--- src/design/exfat_pkg.sv ---
// shared types, codes and constants for the exfat cluster chain reader
package exfat_pkg;

    localparam int SHIFT_W    = 5;
    localparam int SHIFT_MAX  = 25;
    localparam int LEN_W      = SHIFT_MAX + 1;
    localparam int CFG_IDX_W  = 2;
    localparam int CFG_DATA_W = 32;

    localparam logic [1:0] ACT_OPEN   = 2'd0;
    localparam logic [1:0] ACT_RAW    = 2'd1;
    localparam logic [1:0] ACT_REFILL = 2'd2;

    localparam logic [CFG_IDX_W-1:0] CFG_CLUSTER_SHIFT = 2'd0;
    localparam logic [CFG_IDX_W-1:0] CFG_RESERVED      = 2'd1;
    localparam logic [CFG_IDX_W-1:0] CFG_FAT_START     = 2'd2;

    localparam logic [SHIFT_W-1:0] SHIFT_RESET = 5'd12;

    localparam logic [2:0] ST_OK      = 3'd0;
    localparam logic [2:0] ST_END     = 3'd1;
    localparam logic [2:0] ST_CHAIN   = 3'd2;
    localparam logic [2:0] ST_BAD     = 3'd3;
    localparam logic [2:0] ST_MEDIA   = 3'd4;
    localparam logic [2:0] ST_CORRUPT = 3'd5;

    localparam logic [31:0] FAT_LAST_LINK = 32'hfffffff6;
    localparam logic [31:0] FAT_BAD       = 32'hfffffff7;
    localparam logic [31:0] FAT_MEDIA     = 32'hfffffff8;
    localparam logic [31:0] FAT_EOC       = 32'hffffffff;
    localparam logic [31:0] FAT_FIRST     = 32'd2;

    typedef struct packed {
        logic [1:0]  action;
        logic [31:0] head_cluster;
        logic [63:0] valid_length;
        logic [63:0] file_length;
        logic        contiguous;
        logic [31:0] fat_word;
    } req_t;

    typedef struct packed {
        logic [63:0]      data_offset;
        logic [LEN_W-1:0] read_length;
        logic [LEN_W-1:0] zero_length;
        logic [63:0]      entry_offset;
        logic [2:0]       status;
    } rsp_t;

    typedef struct packed {
        logic [SHIFT_W-1:0] shift;
        logic [31:0]        reserved_clusters;
        logic [31:0]        fat_start_cluster;
    } cfg_t;

    typedef struct packed {
        logic [31:0] cluster;
        logic [63:0] file_left;
        logic [63:0] valid_left;
        logic        linear_run;
    } chain_state_t;

endpackage

--- src/design/exfat_cfg.sv ---
// configuration registers with the clipped cluster shift
module exfat_cfg (
    input  logic                               clk,
    input  logic                               rst_n,
    input  logic                               cfg_we,
    input  logic [exfat_pkg::CFG_IDX_W-1:0]    cfg_index,
    input  logic [exfat_pkg::CFG_DATA_W-1:0]   cfg_wdata,
    output exfat_pkg::cfg_t                    cfg
);
    import exfat_pkg::*;

    logic [SHIFT_W-1:0] shift_reg;
    logic [31:0]        reserved_reg;
    logic [31:0]        fat_start_reg;

    always_ff @(posedge clk or negedge rst_n)
    begin
        if (!rst_n)
        begin
            shift_reg     <= SHIFT_RESET;
            reserved_reg  <= '0;
            fat_start_reg <= '0;
        end
        else if (cfg_we)
        begin
            case (cfg_index)
                CFG_CLUSTER_SHIFT: shift_reg     <= cfg_wdata[SHIFT_W-1:0];
                CFG_RESERVED:      reserved_reg  <= cfg_wdata;
                CFG_FAT_START:     fat_start_reg <= cfg_wdata;
                default:           ;
            endcase
        end
    end

    always_comb
    begin
        cfg.shift             = (shift_reg > SHIFT_W'(SHIFT_MAX)) ? SHIFT_W'(SHIFT_MAX)
                                                                  : shift_reg;
        cfg.reserved_clusters = reserved_reg;
        cfg.fat_start_cluster = fat_start_reg;
    end

endmodule

--- src/design/exfat_step.sv ---
// next chain state and result for one transaction
module exfat_step (
    input  exfat_pkg::req_t          req,
    input  exfat_pkg::chain_state_t  cur,
    input  exfat_pkg::cfg_t          cfg,
    output exfat_pkg::chain_state_t  nxt,
    output exfat_pkg::rsp_t          rsp,
    output logic                     has_rsp
);
    import exfat_pkg::*;

    logic [LEN_W-1:0] csize;
    logic [LEN_W-1:0] block;
    logic [LEN_W-1:0] readable;
    logic [31:0]      rel;
    logic [63:0]      fat_base;

    always_comb
    begin
        csize    = LEN_W'(1) << cfg.shift;
        block    = (cur.file_left < {{(64-LEN_W){1'b0}}, csize}) ? cur.file_left[LEN_W-1:0]
                                                                 : csize;
        readable = (cur.valid_left < {{(64-LEN_W){1'b0}}, block}) ? cur.valid_left[LEN_W-1:0]
                                                                  : block;
        rel      = cur.cluster + cfg.reserved_clusters - FAT_FIRST;
        fat_base = {32'd0, cfg.fat_start_cluster} << cfg.shift;

        nxt             = cur;
        has_rsp         = 1'b1;
        rsp.data_offset = '0;
        rsp.read_length = '0;
        rsp.zero_length = '0;
        rsp.status      = ST_OK;

        case (req.action)
            ACT_OPEN:
            begin
                nxt.file_left  = req.file_length;
                nxt.valid_left = (req.valid_length > req.file_length) ? req.file_length
                                                                      : req.valid_length;
                nxt.cluster    = req.head_cluster;
                nxt.linear_run = req.contiguous;
            end
            ACT_RAW:
            begin
                nxt.file_left  = '1;
                nxt.valid_left = '1;
                nxt.cluster    = req.head_cluster;
                nxt.linear_run = 1'b1;
            end
            ACT_REFILL:
            begin
                if (cur.cluster == '0 || cur.file_left == '0)
                begin
                    rsp.status = ST_END;
                end
                else if (cur.valid_left == '0)
                begin
                    nxt.file_left   = cur.file_left - {{(64-LEN_W){1'b0}}, block};
                    rsp.zero_length = block;
                end
                else
                begin
                    rsp.data_offset = {32'd0, rel} << cfg.shift;
                    if (cur.linear_run)
                    begin
                        nxt.cluster = cur.cluster + 32'd1;
                    end
                    else if (req.fat_word > FAT_LAST_LINK || req.fat_word < FAT_FIRST)
                    begin
                        nxt.cluster = '0;
                        if (req.fat_word == FAT_BAD)
                            rsp.status = ST_BAD;
                        else if (req.fat_word == FAT_MEDIA)
                            rsp.status = ST_MEDIA;
                        else if (req.fat_word == FAT_EOC)
                            rsp.status = ST_CHAIN;
                        else
                            rsp.status = ST_CORRUPT;
                    end
                    else
                    begin
                        nxt.cluster = req.fat_word;
                    end
                    nxt.file_left   = cur.file_left - {{(64-LEN_W){1'b0}}, block};
                    nxt.valid_left  = cur.valid_left - {{(64-LEN_W){1'b0}}, readable};
                    rsp.read_length = readable;
                    rsp.zero_length = block - readable;
                end
            end
            default:
            begin
                has_rsp = 1'b0;
            end
        endcase

        rsp.entry_offset = fat_base + {30'd0, nxt.cluster, 2'b00};
    end

endmodule

--- src/design/exfat_cluster_chain_reader.sv ---
// an accepted transaction is held in the input register, its result is then registered in the result register
// throughput: one transaction per cycle while no held result stalls it, the chain state loops through one step stage
// an input register and a result register part the channels, a held result stops
// input only once the input register also holds a transaction
// reset: asynchronous active low, clears chain state and valids, cluster shift to 12
module exfat_cluster_chain_reader (
    input  logic                               clk,
    input  logic                               rst_n,
    input  logic                               req_valid,
    output logic                               req_stall,
    input  exfat_pkg::req_t                    req,
    output logic                               rsp_valid,
    input  logic                               rsp_stall,
    output exfat_pkg::rsp_t                    rsp,
    input  logic                               cfg_we,
    input  logic [exfat_pkg::CFG_IDX_W-1:0]    cfg_index,
    input  logic [exfat_pkg::CFG_DATA_W-1:0]   cfg_wdata
);
    import exfat_pkg::*;

    cfg_t         cfg;
    req_t         req_reg;
    logic         req_vld_reg;
    rsp_t         rsp_reg;
    logic         rsp_vld_reg;
    chain_state_t state_reg;
    chain_state_t state_next;
    rsp_t         rsp_next;
    logic         has_rsp;
    logic         advance;
    logic         accept;

    exfat_cfg u_cfg (
        .clk       (clk),
        .rst_n     (rst_n),
        .cfg_we    (cfg_we),
        .cfg_index (cfg_index),
        .cfg_wdata (cfg_wdata),
        .cfg       (cfg)
    );

    exfat_step u_step (
        .req     (req_reg),
        .cur     (state_reg),
        .cfg     (cfg),
        .nxt     (state_next),
        .rsp     (rsp_next),
        .has_rsp (has_rsp)
    );

    assign advance   = req_vld_reg && (!rsp_vld_reg || !rsp_stall);
    assign req_stall = req_vld_reg && !advance;
    assign accept    = req_valid && !req_stall;
    assign rsp_valid = rsp_vld_reg;
    assign rsp       = rsp_reg;

    always_ff @(posedge clk or negedge rst_n)
    begin
        if (!rst_n)
        begin
            req_vld_reg <= 1'b0;
            rsp_vld_reg <= 1'b0;
            state_reg   <= '0;
        end
        else
        begin
            if (accept)
                req_vld_reg <= 1'b1;
            else if (advance)
                req_vld_reg <= 1'b0;

            if (advance && has_rsp)
                rsp_vld_reg <= 1'b1;
            else if (!rsp_stall)
                rsp_vld_reg <= 1'b0;

            if (advance)
                state_reg <= state_next;
        end
    end

    always_ff @(posedge clk)
    begin
        if (accept)
            req_reg <= req;
        if (advance && has_rsp)
            rsp_reg <= rsp_next;
    end

endmodule

--- config.mk ---
export PLATFORM = sky130hd
export DESIGN_NAME = exfat_cluster_chain_reader
export DESIGN_NICKNAME = d
export VERILOG_FILES = /design/src/design/exfat_pkg.sv /design/src/design/exfat_cfg.sv /design/src/design/exfat_step.sv /design/src/design/exfat_cluster_chain_reader.sv
export SDC_FILE = /design/constraint.sdc
export NUM_CORES = 2
export LEC_CHECK = 0
export BUFFER_PORTS_ARGS = -buffer_cell sky130_fd_sc_hd__buf_2
export CAP_MARGIN = 30
export CORE_AREA = 2 2 335 337
export DETAILED_ROUTE_END_ITERATION = 6
export DIE_AREA = 0 0 337 339
export SETUP_SLACK_MARGIN = 0.4
export SYNTH_ARGS = -nofsm -noshare
export SYNTH_HDL_FRONTEND = slang
export SYNTH_SLANG_ARGS = --single-unit
--- constraint.sdc ---
create_clock -name clk -period 11.4 [get_ports clk]
set_input_delay 0.57 -clock clk [delete_from_list [all_inputs] [get_ports clk]]
set_output_delay 0.57 -clock clk [all_outputs]
set_load 0.02 [all_outputs]
### Word level (Yosys, flattened, before mapping)

Index checks and enable logic that the tools add are counted.

* logic and storage cells: 104
* bits in registers: 610
* output and inout port bits: 185
* input port bits: 234

* reduce and logical (&&, ||, !) cells: 30
* magnitude comparators: 6
* shift operators: 3
* mux-type cells: 24
* eq/ne operators: 10
* $add $sub $neg: 7
* bitwise logic cells: 2

Operators with widths (number)
* 160-bit case mux with 3 select lines: 1
* 160-bit 2-to-1 mux: 1
* 64-bit logical NOT: 2
* 64-bit by 26-bit < comparator with 1-bit output: 2
* 64-bit 2-to-1 mux: 2
* 32-bit by 5-bit left shift with 64-bit output: 2
* 64-bit by 26-bit subtractor with 64-bit output: 2
* 32-bit equality test (second input constant): 3
* 32-bit 2-to-1 mux: 3
* 26-bit 2-to-1 mux: 3
* 64-bit by 34-bit adder with 64-bit output: 1
* 64-bit > comparator: 1
* 32-bit by 1-bit adder with 32-bit output (second input constant): 1
* 32-bit adder: 1
* 32-bit > comparator (second input constant): 1
* 32-bit logical NOT: 1
* 32-bit by 2-bit < comparator with 1-bit output (second input constant): 1
* 32-bit by 2-bit subtractor with 32-bit output (second input constant): 1
* 1-bit by 5-bit left shift with 26-bit output (first input constant): 1
* 26-bit subtractor: 1
* 1-bit 2-to-1 mux: 9
* 2-bit AND reduction: 4
* 3-bit 2-to-1 mux: 2
* 3-bit OR reduction: 2
* other kinds (20): 34

### Logic depth before layout (Yosys ltp)

* depth after elaboration: 12
* gate-level depth with buffers: 45
* depth with buffers taken out: 38

### Cells and area by module

A second synthesis with hierarchy kept.

* cell total of the unflattened synthesis: 5178
* area, all modules: 47312.9 um2

By module, submodules not included
* exfat_step: cells an instance 4295, instances 1, area an instance 26583.0 um2, seq. area each 0.0 um2
* exfat_cluster_chain_reader: cells an instance 729, instances 1, area an instance 17825.8 um2, seq. area each 15429.8 um2
* exfat_cfg: cells an instance 154, instances 1, area an instance 2904.0 um2, seq. area each 1729.2 um2

### Worst setup path before layout

Ideal clock, no wire load.

* kind: reg2reg
* start: register u_cfg.shift_reg[1]
* end: register state_reg[63] in the netlist's numbering
* period minus slack after synthesis: 8.397 ns
* stages on the path, launching flop included: 41
* path slack: 3.003 ns
* arrival: 8.274 ns
* path buffers: 9
* library setup time: 0.123 ns
* data required time: 11.277 ns
* cells stage by stage: dfrtp_1 > buf_2 > o211ai_1 > nand2_1 > nor2_1 > nand2_1 > nor2_1 > inv_1 > ha_1 > a211oi_1 > o21bai_1 > a2111oi_0 > o211ai_1 > a21oi_4 > buf_6 > buf_2 > nor2_1 > a21oi_1 > [5 not listed] > and2_1 > nor2_4 > buf_6 > buf_2 > buf_2 > buf_2 > buf_1 > a21oi_1 > ha_1 > inv_1 > ha_1 > a21boi_1 > a31o_2 > a31oi_4 > a311oi_2 > nor3_2 > a311o_1 > o221a_2

* longest elaborated chain between the ends: 11

Ends and longest elaborated chain
* start: declaration: RTL line exfat_cfg.sv:12 `logic [SHIFT_W-1:0] shift_reg;`
* start signal: assignment: RTL line exfat_cfg.sv:27 `CFG_CLUSTER_SHIFT: shift_reg <= cfg_wdata[SHIFT_W-1:0];`
* 5-bit > comparator: RTL line exfat_cfg.sv:37 `cfg.shift = (shift_reg > SHIFT_W'(SHIFT_MAX)) ? SHIFT_W'(SHIFT_MAX)`
* 5-bit 2-to-1 mux (*): RTL line exfat_cfg.sv:37
* 1-bit by 5-bit left shift with 26-bit output (*): RTL line exfat_step.sv:20 `csize = LEN_W'(1) << cfg.shift;`
* 64-bit by 26-bit < comparator with 1-bit output: RTL line exfat_step.sv:21 `block = (cur.file_left < {{(64-LEN_W){1'b0}}, csize}) ? cur.file_left[LEN_W-1:0]`
* 26-bit 2-to-1 mux (*): RTL line exfat_step.sv:21
* 64-bit by 26-bit < comparator with 1-bit output: RTL line exfat_step.sv:23 `readable = (cur.valid_left < {{(64-LEN_W){1'b0}}, block}) ? cur.valid_left[LEN_W-1:0]`
* 26-bit 2-to-1 mux (*): RTL line exfat_step.sv:23
* named net u_step.readable[0]: RTL line exfat_step.sv:14 `logic [LEN_W-1:0] readable;`
* 64-bit by 26-bit subtractor with 64-bit output (*): RTL line exfat_step.sv:86 `nxt.valid_left = cur.valid_left - {{(64-LEN_W){1'b0}}, readable};`
* 64-bit 2-to-1 mux (*): RTL line exfat_step.sv:57 `else if (cur.valid_left == '0)`
* 160-bit 2-to-1 mux (*): RTL line exfat_step.sv:53 `if (cur.cluster == '0 || cur.file_left == '0)`
* 160-bit case mux with 3 select lines (*): RTL line exfat_step.sv:35 `case (req.action)`
* end signal: assignment: RTL line exfat_cluster_chain_reader.sv:78 `state_reg <= state_next;`
* end: declaration: RTL line exfat_cluster_chain_reader.sv:26 `chain_state_t state_reg;`

The timed path passes the listed nets; every way through them passes the cells marked *. The select of a mux whose other input is x is not followed.
A chain may end at the register's enable or synchronous reset.

### Worst setup path in the final report

* start: register u_cfg.shift_reg[2]
* end: register state_reg[63] in the netlist's numbering

The elaborated chain is that of the path after synthesis.

==> qor.yml <==
power:
  pwr-share-clk_pct: 22.1
  p_leak_uw: 0.02057
  power.switching_uw: 5236
  p_comb_share_pct: 49.3
  max-vdd-ir-drop_uv: 145.1
  p_int_uw: 6259
  switching_share_pct: 45.55
  power_frac_seq_pct: 28.6
  power.density_mw_per_mm2: 229.1
clock_network:
  cts_max_level: 3
  clock-sinks: 609
  cts_buffers: 73
  clkTransAtPathRegs_ns: 0.07
  clockBufferDepth: 3
  cts-root-buf: "clkbuf_16"
  cts_tree: "built"
  clk_latency_ns: 0.68
critical_path:
  cp_max_fo: 32
  r2r-start: "u_cfg.shift_reg[2]$_DFFE_PN1P_"
  crit_family: "compound AO/OA/AOI/OAI gates"
  reg2reg_to: "state_reg[63]$_DFFE_PN0P_"
  arrival_ns: 10.80
  rr_worst_depth: 33
  required_ns: 11.95
  crit_type: "flop to flop"
  max_stage_delay_ns: 0.95
  cpMostUsedCell: "ha_1"
  crit_start: "u_cfg.shift_reg[2]$_DFFE_PN1P_"
  start_kind: "flop"
  crit_buf_inv: 5
  reg2reg_setup_slack_ns: 1.15
  crit_path_end_kind: "flop"
  cpMaxStageDelayCell: "dfstp_2"
sta:
  worst_slack_ns: 1.152
  slew_headroom_pct: 27.33
  fmax_mhz: 97.58
  fin_crit_ns: 10.25
  slew_violations: 0
  rsz0062_at_grt: "no"
  hold_viol: 0
  fin_crit_sh_pct: 89.89
  clock_skew_ns: 0.02577
  tns_ns: 0
  tightest_slew_ns: 1.079
  setup_violations: 0
placement:
  post-place-ws_ns: 1.627
  portBuffers: 417
  place_congestion: 1.031
  hpwl_mm: 132.5
  dp.cells: 6536
hold_path:
  min_delay_path_depth: 1
  worstHoldStart: "req[75]"
  hold_end: "req_reg[75]$_DFFE_PP_"
  hold_class: "input port to flop"
global_routing:
  gr-usage-met2_pct: 43.18
  use_met1_pct: 43.28
  grt.total_usage_pct: 29.51
  grt_pass1_wl_mm: 253.4
  grt_use_met3_pct: 6.029
  grt_pass1_vias: 37870
  grt_overflow_total: 0
  antenna_found_initial: 4
  busiest_layer: "met1"
  grt_max_degree: 86
layout:
  instances_no_fill: 6679
  layout-drive-gt1-share_pct: 17.28
  area_growth_syn_to_layout_pct: 14.46
  largest_reg_flops: 195
  nets: 5600
synth:
  synth_edf_count: 377
  synth_ff_type: "edfxtp_1"
  async_flop_share_pct: 38.10
  synth_top_cell_by_area: "edfxtp_1"
  ys_ff_latch: 609
  ys_types: 117
  postSynthCellCount: 4787
  yosys-top-cells-area: "edfxtp_1, dfrtp_1, ha_1"
  synthesis.area_sq_mm: 0.04384
  yosysWarnings: 0
  synth_area_per_cell_sq_um: 9.159
  synth_top_area_share_pct: 25.82
  seq_area_frac_synth_pct: 39.07
floorplan:
  io_pins: 419
  start_util_pct: 39.73
  dieArea_sq_mm: 0.1142
  die_h_um: 339
  die_x_um: 337
  core_area_sq_mm: 0.1104
  fp-row-count: 122
drt:
  vias: 40600
  drtIter0Drc: 4591
  drt-total-wl_mm: 173.2
  wl_per_cell_um: 25.93
  vias_per_cell: 6.079
  firstDrtPassIters: 7
  drtAntennaViolNets: 0
  route.detailed.drc: 0
run:
  max-cap-violations: 0
run_status:
  outcome: "complete, no violations"
[cells in the final DEF, fill, tap and decap left out, drive strengths merged, types with 18 or more instances in the layout]
| cell type | n |
|---|---|
| buf | 507 |
| nor2 | 493 |
| nand2 | 378 |
| edfxtp | 377 |
| a21oi | 368 |
| inv | 315 |
| o21ai | 302 |
| ha | 237 |
| dfrtp | 230 |
| mux2i | 196 |
| nor3 | 139 |
| mux2 | 125 |
| xnor2 | 122 |
| nand3 | 93 |
| a211oi | 90 |
| a21o | 88 |
| a31oi | 87 |
| clkbuf | 82 |
| nor4 | 68 |
| nand4 | 55 |
| o22a | 50 |
| xor2 | 47 |
| o21a | 45 |
| and2 | 44 |
| a221oi | 40 |
| and3 | 39 |
| o211ai | 37 |
| nand2b | 32 |
| nor2b | 28 |
| or2 | 28 |
| clkinv | 28 |
| o31ai | 24 |
| maj3 | 24 |
| o22ai | 22 |
| or3 | 20 |
| o21bai | 20 |
| a2bb2oi | 20 |
| a311oi | 18 |
[cell families after synthesis]
kind of cell	after synthesis	synth area share (%)
other	1	0.008553
XOR/XNOR	169	3.436
AO/OA/AOI/OAI	1390	20.99
flip-flops	609	39.07
multiplexers	333	8.364
adder cells (fa/ha/maj)	263	7.414
AND/OR/NAND/NOR	1458	15.68
buffers and inverters	564	5.043
[worst max path at each step]
stage                     slack, ns  depth (start not counted)                   endpoint
after floorplan                3.00                         40  state_reg[63]$_DFFE_PN0P_
after global placement         1.85                         28          rsp[56]$_DFFE_PP_
after detailed placement       1.63                         32  state_reg[61]$_DFFE_PN0P_
after CTS                      1.58                         32  state_reg[61]$_DFFE_PN0P_
after global routing           0.57                         33  state_reg[39]$_DFFE_PN0P_
final                          1.15                         33  state_reg[63]$_DFFE_PN0P_
[layout make-up]
class	instances	area, sq um
multi-input combinational	3626	24640
clock buffer	81	1888
fill	10880	60180
sequential	609	17130
inverter	307	1160
clock inverter	53	695.7
tap	1488	1862
timing repair buffer	510	2795
antenna	5	12.51
[through the flow]
stage / instance area [sq um] / util (%) / total power, uW / hold WS (ns)
2_1_floorplan: 43890 / - / 6881 / 0.2744
3_3_place_gp: 47540 / 43.07 / 8783 / 0.4865
3_5_place_dp: 47550 / 43.09 / 8791 / 0.4944
4_1_cts: 50150 / 45.44 / 11370 / 0.03254
5_1_grt: 50170 / 45.46 / 12090 / 0.05949
6_report: 50190 / 45.47 / 11500 / 0.07664
[timing repair]
item | 4_1_cts | 5_1_grt
hold endpoints to repair | 51 | 0
hold buffers | 1 | 0
setup buffers | 0 | 0
resized for setup | 0 | 0
[Yosys cell counts (12+ instances only)]
| cell | instances |
|---|---|
| mux2i_1 | 192 |
| nand2b_1 | 32 |
| nor3_1 | 133 |
| and3_1 | 37 |
| a41oi_1 | 17 |
| nor2b_1 | 28 |
| inv_1 | 295 |
| mux2_2 | 124 |
| o22a_1 | 50 |
| a21o_1 | 88 |
| a22oi_1 | 14 |
| buf_2 | 18 |
| edfxtp_1 | 377 |
| a311oi_1 | 17 |
| o31ai_1 | 22 |
| a221oi_1 | 40 |
| xnor2_1 | 120 |
| a2bb2oi_1 | 20 |
| o221ai_1 | 15 |
| o22ai_1 | 22 |
| maj3_1 | 20 |
| ha_1 | 237 |
| a211oi_1 | 88 |
| dfrtp_1 | 230 |
| a31oi_1 | 86 |
| o211ai_1 | 36 |
| o21bai_1 | 20 |
| and2_1 | 42 |
| nor2_1 | 492 |
| buf_1 | 36 |
| o21a_1 | 45 |
| or2_2 | 25 |
| xor2_1 | 47 |
| a21oi_1 | 364 |
| nor4_1 | 61 |
| or3_1 | 20 |
| nand2_1 | 375 |
| clkbuf_1 | 191 |
| nand4_1 | 55 |
| o21ai_0 | 287 |
| nand3_1 | 93 |
| a211o_1 | 13 |
| mux4_2 | 12 |
[power by group through the flow]
stage	sequential, uW	combinational, uW	clock, uW
global route	3320	6090	2670
global placement	3310	5470	0
floorplan	3260	3620	0
finish	3290	5670	2540
detailed placement	3320	5470	0
CTS	3280	5500	2590
[layer usage]
| metal | part of all wire [%] | vias to the layer above |
|---|---|---|
| met5 | 0 | - |
| met4 | 3.1 | 0 |
| met3 | 9.8 | 297 |
| met2 | 43 | 2123 |
| met1 | 44 | 19760 |
| li1 | - | 18420 |
Power figures use the tool's default switching activity.
